## src/tbda_pkg.sv

```systemverilog
`timescale 1ns / 1ps
// Shared types, constants and twiddle table of the two-bin DFT accumulator.
package tbda_pkg;

   localparam int CMD_W      = 2;
   localparam int SAMPLE_W   = 13;
   localparam int INDEX_W    = 4;
   localparam int TWID_W     = 12;
   localparam int PROD_W     = SAMPLE_W + TWID_W;
   localparam int SUM_W      = 32;
   localparam int SCALE_SH   = 10;
   localparam int QUOT_W     = SUM_W - SCALE_SH;
   localparam int SQ_W       = 2 * QUOT_W;
   localparam int MAG_W      = 34;
   localparam int FRAME_LEN  = 16;

   typedef enum logic [CMD_W-1:0] {
      CMD_ACCUM    = 2'd0,
      CMD_READ_ONE = 2'd1,
      CMD_READ_TWO = 2'd2,
      CMD_CLEAR    = 2'd3
   } cmd_type;

   // per-bin controls from the command decode
   typedef struct packed {
      logic mac_en;
      logic clear_en;
   } bin_ctrl_type;

   // cosine over one frame, scaled by 1024
   localparam logic signed [TWID_W-1:0] COS_TAB [FRAME_LEN] = '{
      12'sd1024, 12'sd946, 12'sd724, 12'sd392, 12'sd0, -12'sd392, -12'sd724, -12'sd946,
      -12'sd1024, -12'sd946, -12'sd724, -12'sd392, 12'sd0, 12'sd392, 12'sd724, 12'sd946
   };

   function automatic logic signed [TWID_W-1:0] cos_twiddle(input logic [INDEX_W-1:0] k);
      return COS_TAB[k];
   endfunction

   // -sin(k) equals cos(k + quarter frame)
   function automatic logic signed [TWID_W-1:0] nsin_twiddle(input logic [INDEX_W-1:0] k);
      logic [INDEX_W-1:0] kq;
      kq = k + INDEX_W'(FRAME_LEN / 4);
      return COS_TAB[kq];
   endfunction

endpackage

```

## src/tbda_bin.sv

```systemverilog
`timescale 1ns / 1ps
// One frequency bin: real and imaginary sums, multiply-accumulate and magnitude.
module tbda_bin (
   input  logic                                clock,
   input  logic                                reset,
   input  tbda_pkg::bin_ctrl_type              ctrl,
   input  logic signed [tbda_pkg::SAMPLE_W-1:0] sample,
   input  logic [tbda_pkg::INDEX_W-1:0]        twiddle_index,
   output logic [tbda_pkg::MAG_W-1:0]          magnitude_sq
);
   import tbda_pkg::*;

   logic signed [SUM_W-1:0]  real_sum_ff, real_sum_in;
   logic signed [SUM_W-1:0]  imag_sum_ff, imag_sum_in;
   logic signed [PROD_W-1:0] real_prod, imag_prod;
   logic signed [SUM_W-1:0]  real_bias, imag_bias;
   logic [QUOT_W-1:0]        real_quot, imag_quot;
   logic [QUOT_W-1:0]        real_abs, imag_abs;
   logic [SQ_W-1:0]          real_sq, imag_sq;
   logic [SQ_W:0]            mag_full;

   // multiply sample by twiddles
   assign real_prod = sample * cos_twiddle(twiddle_index);
   assign imag_prod = sample * nsin_twiddle(twiddle_index);

   // advance sums: clear wins, otherwise accumulate with wrap
   always_comb begin
      real_sum_in = real_sum_ff;
      imag_sum_in = imag_sum_ff;
      if (ctrl.clear_en) begin
         real_sum_in = '0;
         imag_sum_in = '0;
      end else if (ctrl.mac_en) begin
         real_sum_in = real_sum_ff + SUM_W'(real_prod);
         imag_sum_in = imag_sum_ff + SUM_W'(imag_prod);
      end
   end

   always_ff @(posedge clock) begin
      if (reset) begin
         real_sum_ff <= '0;
         imag_sum_ff <= '0;
      end else begin
         real_sum_ff <= real_sum_in;
         imag_sum_ff <= imag_sum_in;
      end
   end

   // divide by 1024 toward zero: bias negatives before the shift
   assign real_bias = real_sum_ff + (real_sum_ff[SUM_W-1] ?
                      SUM_W'((1 << SCALE_SH) - 1) : SUM_W'(0));
   assign imag_bias = imag_sum_ff + (imag_sum_ff[SUM_W-1] ?
                      SUM_W'((1 << SCALE_SH) - 1) : SUM_W'(0));
   assign real_quot = real_bias[SUM_W-1:SCALE_SH];
   assign imag_quot = imag_bias[SUM_W-1:SCALE_SH];

   // magnitude of each part; the most negative quotient maps to 2^21
   assign real_abs = real_quot[QUOT_W-1] ? (~real_quot + QUOT_W'(1)) : real_quot;
   assign imag_abs = imag_quot[QUOT_W-1] ? (~imag_quot + QUOT_W'(1)) : imag_quot;

   // sum of squares, saturated to the result width
   assign real_sq  = real_abs * real_abs;
   assign imag_sq  = imag_abs * imag_abs;
   assign mag_full = {1'b0, real_sq} + {1'b0, imag_sq};
   assign magnitude_sq = (|mag_full[SQ_W:MAG_W]) ? {MAG_W{1'b1}} : mag_full[MAG_W-1:0];

endmodule

```

## config.mk

```make
export PLATFORM = sky130hd
export DESIGN_NAME = tbda_bin
export DESIGN_NICKNAME = d
export VERILOG_FILES = /design/src/tbda_pkg.sv /design/src/tbda_bin.sv
export SDC_FILE = /design/constraint.sdc
export NUM_CORES = 2
export LEC_CHECK = 0
export ABC_AREA = 1
export BUFFER_PORTS_ARGS = -buffer_cell sky130_fd_sc_hd__buf_4
export CORE_MARGIN = 2
export CORE_UTILIZATION = 60
export CTS_BUF_LIST = sky130_fd_sc_hd__clkbuf_4 sky130_fd_sc_hd__clkbuf_8
export DETAILED_ROUTE_END_ITERATION = 10
export PLACE_DENSITY = 0.76
export SYNTH_ARGS = -nofsm -noshare
export SYNTH_HDL_FRONTEND = slang
export SYNTH_SLANG_ARGS = --single-unit
export TNS_END_PERCENT = 1
```

## constraint.sdc

```tcl
create_clock -name clock -period 13.6 [get_ports clock]
set_input_delay 2.04 -clock clock [delete_from_list [all_inputs] [get_ports clock]]
set_output_delay 2.04 -clock clock [all_outputs]
set_load 0.01 [all_outputs]
```

# Yosys cells after proc, flatten, opt, wreduce, memory -nomap -nowiden
# Memories as Yosys holds them, arrays and structs flattened.
# Index checks and enable logic that the tools add are counted.
[word_totals]
inputBits = 21
out_inout_bits = 34
rom_bits = 384
register_bits = 64
latchBits = 0
word_cells = 33
ramBits = 0
mem_count = 2
[classes]
n_shift = 0
eq_ne = 0
n_mul = 4
muxes = 9
reduce_logical = 2
div_mod_pow = 0
n_addsub = 8
n_bitwise = 4
magnitude_cmp = 2
[memory_table]
columns = ["name", "depth", "word_bits", "read_ports", "rd_ports_with_merged_regs", "wr", "line", "rtl"]
rows = [
  ["(name not given)", 16, 12, 1, 0, 0, "tbda_pkg.sv:44", "return COS_TAB[kq];"],
  ["(name not given)", 16, 12, 1, 0, 0, "tbda_pkg.sv:37", "return COS_TAB[k];"],
]
[ops]
columns = ["op", "count"]
rows = [
  ["$mul A22 B22 Y44", 2],
  ["$add A32 B11 Y32", 2],
  ["$add A32 B25 Y32", 2],
  ["$mul A13 B12 Y25", 2],
  ["$mux W12", 4],
  ["$add A44 B44 Y45", 1],
  ["$add A22 B1 Y22 const B", 2],
  ["$mux W22", 2],
  ["$not A22 Y22", 2],
  ["$mux W34", 1],
  ["$mux W10", 2],
  ["$reduce_or A11 Y1", 1],
  ["$ge A5 B5 Y1 const B", 2],
  ["$not A4 Y5", 2],
  ["$add A4 B3 Y4 const B", 1],
  ["$reduce_or A2 Y1", 1],
]

# Depth between registers and ports, before layout
[depth]
ltp_word = 9
ltp_mapped = 55
ltp_nobuf = 53

# Least setup slack after synthesis
# OpenSTA, ideal clock, no wires.
[synth_timing]
path_kind = "flip-flop to output port"
startpoint = "register imag_sum_ff[31]"
endpoint = "output magnitude_sq[4] (netlist name)"
stages_incl_launch_ff = 48
setup_slack_ns = 1.980
n_path_buf = 3
arrival_ns = 9.580
path_cell_list = "dfxtp_1 > ha_1 > nand2_1 > nor2_1 > nand3_1 > nand3_2 > nand2_1 > nand2_2 > clkbuf_1 > ha_1 > nand3_1 > nor2_1 > nand2_2 > inv_2 > nand4_2 > nand2_4 > nand2_1 > nand2_1 > (+12 left out) > fa_1 > fa_1 > fa_1 > ha_1 > a21oi_1 > inv_1 > a31oi_1 > nor2_1 > nor2_1 > nor2_1 > o21ai_0 > nand3_1 > xor2_1 > nor2_1 > nand2_1 > nor2_2 > buf_2 > nand3_1"
[synth_via]
elab_chain_len = 9
[synth_lines]
columns = ["item", "line", "rtl"]
rows = [
  ["start: declaration", "tbda_bin.sv:14", "logic signed [SUM_W-1:0] imag_sum_ff, imag_sum_in;"],
  ["start signal: assignment", "tbda_bin.sv:45", "imag_sum_ff <= imag_sum_in;"],
  ["$mux W10", "tbda_bin.sv:52", "assign imag_bias = imag_sum_ff + (imag_sum_ff[SUM_W-1] ?"],
  ["$add A32 B11 Y32 *", "tbda_bin.sv:52", ""],
  ["$not A22 Y22", "tbda_bin.sv:59", "assign imag_abs = imag_quot[QUOT_W-1] ? (~imag_quot + QUOT_W'(1)) : imag_quot;"],
  ["$add A22 B1 Y22", "tbda_bin.sv:59", ""],
  ["$mux W22 *", "tbda_bin.sv:59", ""],
  ["$mul A22 B22 Y44 *", "tbda_bin.sv:63", "assign imag_sq = imag_abs * imag_abs;"],
  ["$add A44 B44 Y45 *", "tbda_bin.sv:64", "assign mag_full = {1'b0, real_sq} + {1'b0, imag_sq};"],
  ["$reduce_or A11 Y1", "tbda_bin.sv:65", "assign magnitude_sq = (|mag_full[SQ_W:MAG_W]) ? {MAG_W{1'b1}} : mag_full[MAG_W-1:0];"],
  ["$mux W34 *", "tbda_bin.sv:65", ""],
  ["end: declaration", "tbda_bin.sv:9", "output logic [tbda_pkg::MAG_W-1:0] magnitude_sq"],
]
# Every way passes the cells marked *; elsewhere a longest branch is shown, timed or not.

# Final worst setup path
[layout_timing]
startpoint = "register imag_sum_ff[31]"
endpoint = "output magnitude_sq[28] (netlist name)"
# Same word-level chain as after synthesis.

==> impl_metrics.tcl <==
set metrics [dict create \
    outcome "finished, final reports clean" \
    grt_max_degree 53 \
    start_kind "register" \
    final_max_slew_viol_count 0 \
    cts.path.max_buffers 2 \
    synthArstFlopShare 0 \
    cts_num_sinks 62 \
    reg2reg_from "imag_sum_ff[11]" \
    multi_input_area_um2 41100 \
    yosysWarnings 0 \
    dpl.hpwl_um 122000 \
    hp-class "register to register" \
    crit_top_cell "fa_1" \
    ioPinCount 55 \
    wl_um 140000 \
    fin_nets 7671 \
    syn_area_per_cell_um2 8.22 \
    clk_latency_ns 0.39 \
    groute.usage.overall 0.343 \
    numCtsBuffers 9 \
    post_drt_wl_per_cell_um 19.8 \
    core.rowCount 104 \
    die_area_um2 84000 \
    clockRootBuffer "clkbuf_8" \
    gr-total-overflow 0 \
    slowest_stage "fa_1" \
    synth_common_cells "inv_1 (1,634), fa_1 (1,130), nand2_1 (753)" \
    finalHoldViolations 0 \
    first_pass_iters 6 \
    start_util 0.608 \
    htreeDepth 3 \
    reg2reg_setup_slack_ns 8.07 \
    synth_cells 5959 \
    cts_tree "yes" \
    syn_area_um2 49000 \
    vias_per_cell 5.53 \
    ant_nets 0 \
    crit_start "imag_sum_ff[31]" \
    yosys-top-cells-area "fa_1 (46%), ha_1 (13%), inv_1 (13%), nand2_1 (5.8%), nor2_1 (5.4%)" \
    diodes 0 \
    period_share 0.965 \
    ys_seq_area_frac 0.0253 \
    synth_cell_type_count 63 \
    fin_tns_setup_ns 0 \
    drt_iter0_drc 3621 \
    synth_most_common_cell "inv_1" \
    fill_cells 7023 \
    fin_skew_ns 0.0246 \
    synth-edff-count 0 \
    portBuffers 54 \
    criticalPathCategory "register to output port" \
    rsz0062_at_grt "false" \
    max_freq_mhz 76.2 \
    drv_cap 0 \
    yosys.area.top_type_share 0.462 \
    finalCriticalPeriod_ns 13.12 \
    die_y_um 290 \
    max_slew_margin 0.316 \
    required_ns 11.56 \
    register_area_um2 1240 \
    clk_pin_slew_worst_paths_ns 0.08 \
    r2r_end "imag_sum_ff[26]" \
    drc_errors 0 \
    synth_top_cell_by_area "fa_1" \
    setup_violations 0 \
    syn_to_final_growth_pct 4.34 \
    critPathMaxStageDelay_ns 0.61 \
    antenna_found_initial 0 \
    cts_hold_buf 0 \
    grt_pass1_vias 41468 \
    core_area_um2 80700 \
    critPathArrivalTime_ns 11.08 \
    worst_pin_slew_ns 1.02 \
    crit_end "magnitude_sq[28]" \
    critPathMaxFanout 17 \
    ys_ff_latch 62 \
    r2r_cells 21 \
    cp-end-kind "output port" \
    grt_pass1_wl_um 225000 \
    drive_gt1_frac 0.0583 \
    ys.flop_type "dfxtp_1" \
    num_vias 39016 \
    fp.dieW_um 290 \
    gp_congestion 1.01 \
]
==> cell type report <==
class | count | area share
clock inverters | 3 | 0.000832
repair buffers | 121 | 0.0186
clock buffers | 12 | 0.00323
multi-input cells | 4117 | 0.803
flip-flops and latches | 62 | 0.0243
inverters | 1685 | 0.124
well taps | 1060 | 0.0259
==> state kept, by name, indices dropped and copies added, names as in the netlist <==
signal,count
imag_sum_ff,31
real_sum_ff,31
==> critical path: cells and delay by family, from the launching register on <==
| kind | cells | cell delay (ns) |
|---|---|---|
| fa+ha+maj | 11 | 5.31 |
| simple gates | 20 | 2.61 |
| buf+inv | 11 | 1.47 |
| compound gates | 4 | 0.87 |
| flops | 1 | 0.41 |
==> cells in the final DEF, fill, tap and decap left out, types with 20 or more instances in the layout <==
cell and instances:
inv_1 1629, fa_1 1130, nand2_1 748, nor2_1 698, ha_1 524, a21oi_1 183
nand3_1 180, o21ai_0 142, buf_4 116, xor2_1 65, dfxtp_1 60, nand2_2 50
xnor2_1 44, nand4_1 42, conb_1 36, inv_2 35, nor3_1 30, or2_2 28
nor2_2 25, o21bai_1 20
==> what timing repair did <==
action	CTS	global route
gates resized for setup	1	35
pin swaps	0	4
endpoints found under the setup margin	34	34
gates cloned	0	4
setup buffers	0	2
==> logic make-up (layout without fill, tap and decap cells) <==
| family | Yosys count | after routing | share of synthesized area |
|---|---|---|---|
| adders and majority gates | 1654 | 1654 | 0.595 |
| xor gates and xnor gates | 119 | 119 | 0.0236 |
| and+or+nand+nor | 1874 | 1878 | 0.164 |
| AOI/OAI and AO/OA | 430 | 430 | 0.0492 |
| other | 2 | 36 | 0.000153 |
| buffers and inverters | 1818 | 1821 | 0.143 |
| DFF | 62 | 62 | 0.0253 |
==> routing by layer <==
metal  global-route usage  vias up  part of all wire
li1                     -    17562                 -
met1                0.492    19258              0.42
met2                0.528     1914              0.44
met3               0.0889      282              0.12
met4               0.0752        0             0.029
met5                    0        -                 0
==> stage by stage <==
| step | cell area [um^2] | hold WS [ns] | setup slack (ns) | instances | util |
|---|---|---|---|---|---|
| floorplan | 49100 | 0.463 | 1.98 | 5993 | - |
| global placement | 50700 | 0.511 | 0.506 | 7039 | 0.628 |
| detailed placement | 50700 | 0.530 | 0.397 | 7039 | 0.628 |
| CTS | 50900 | 0.542 | 0.0917 | 7054 | 0.631 |
| global route | 51100 | 0.566 | 0.00465 | 7060 | 0.634 |
| finish | 51100 | 0.531 | 0.482 | 7060 | 0.634 |
==> how the worst min path moves through the flow <==
| stage | from | end | cells past startpoint |
|---|---|---|---|
| after global placement | imag_sum_ff[2] | imag_sum_ff[2] | 2 |
| after floorplan | imag_sum_ff[2] | imag_sum_ff[2] | 2 |
| after detailed placement | imag_sum_ff[2] | imag_sum_ff[2] | 2 |
| final | imag_sum_ff[2] | imag_sum_ff[2] | 2 |
| after CTS | imag_sum_ff[2] | imag_sum_ff[2] | 2 |
| after global routing | imag_sum_ff[2] | imag_sum_ff[2] | 2 |
Power is not shown: default switching activity piles up to over one toggle a cycle in this logic, so the estimate is an artifact.
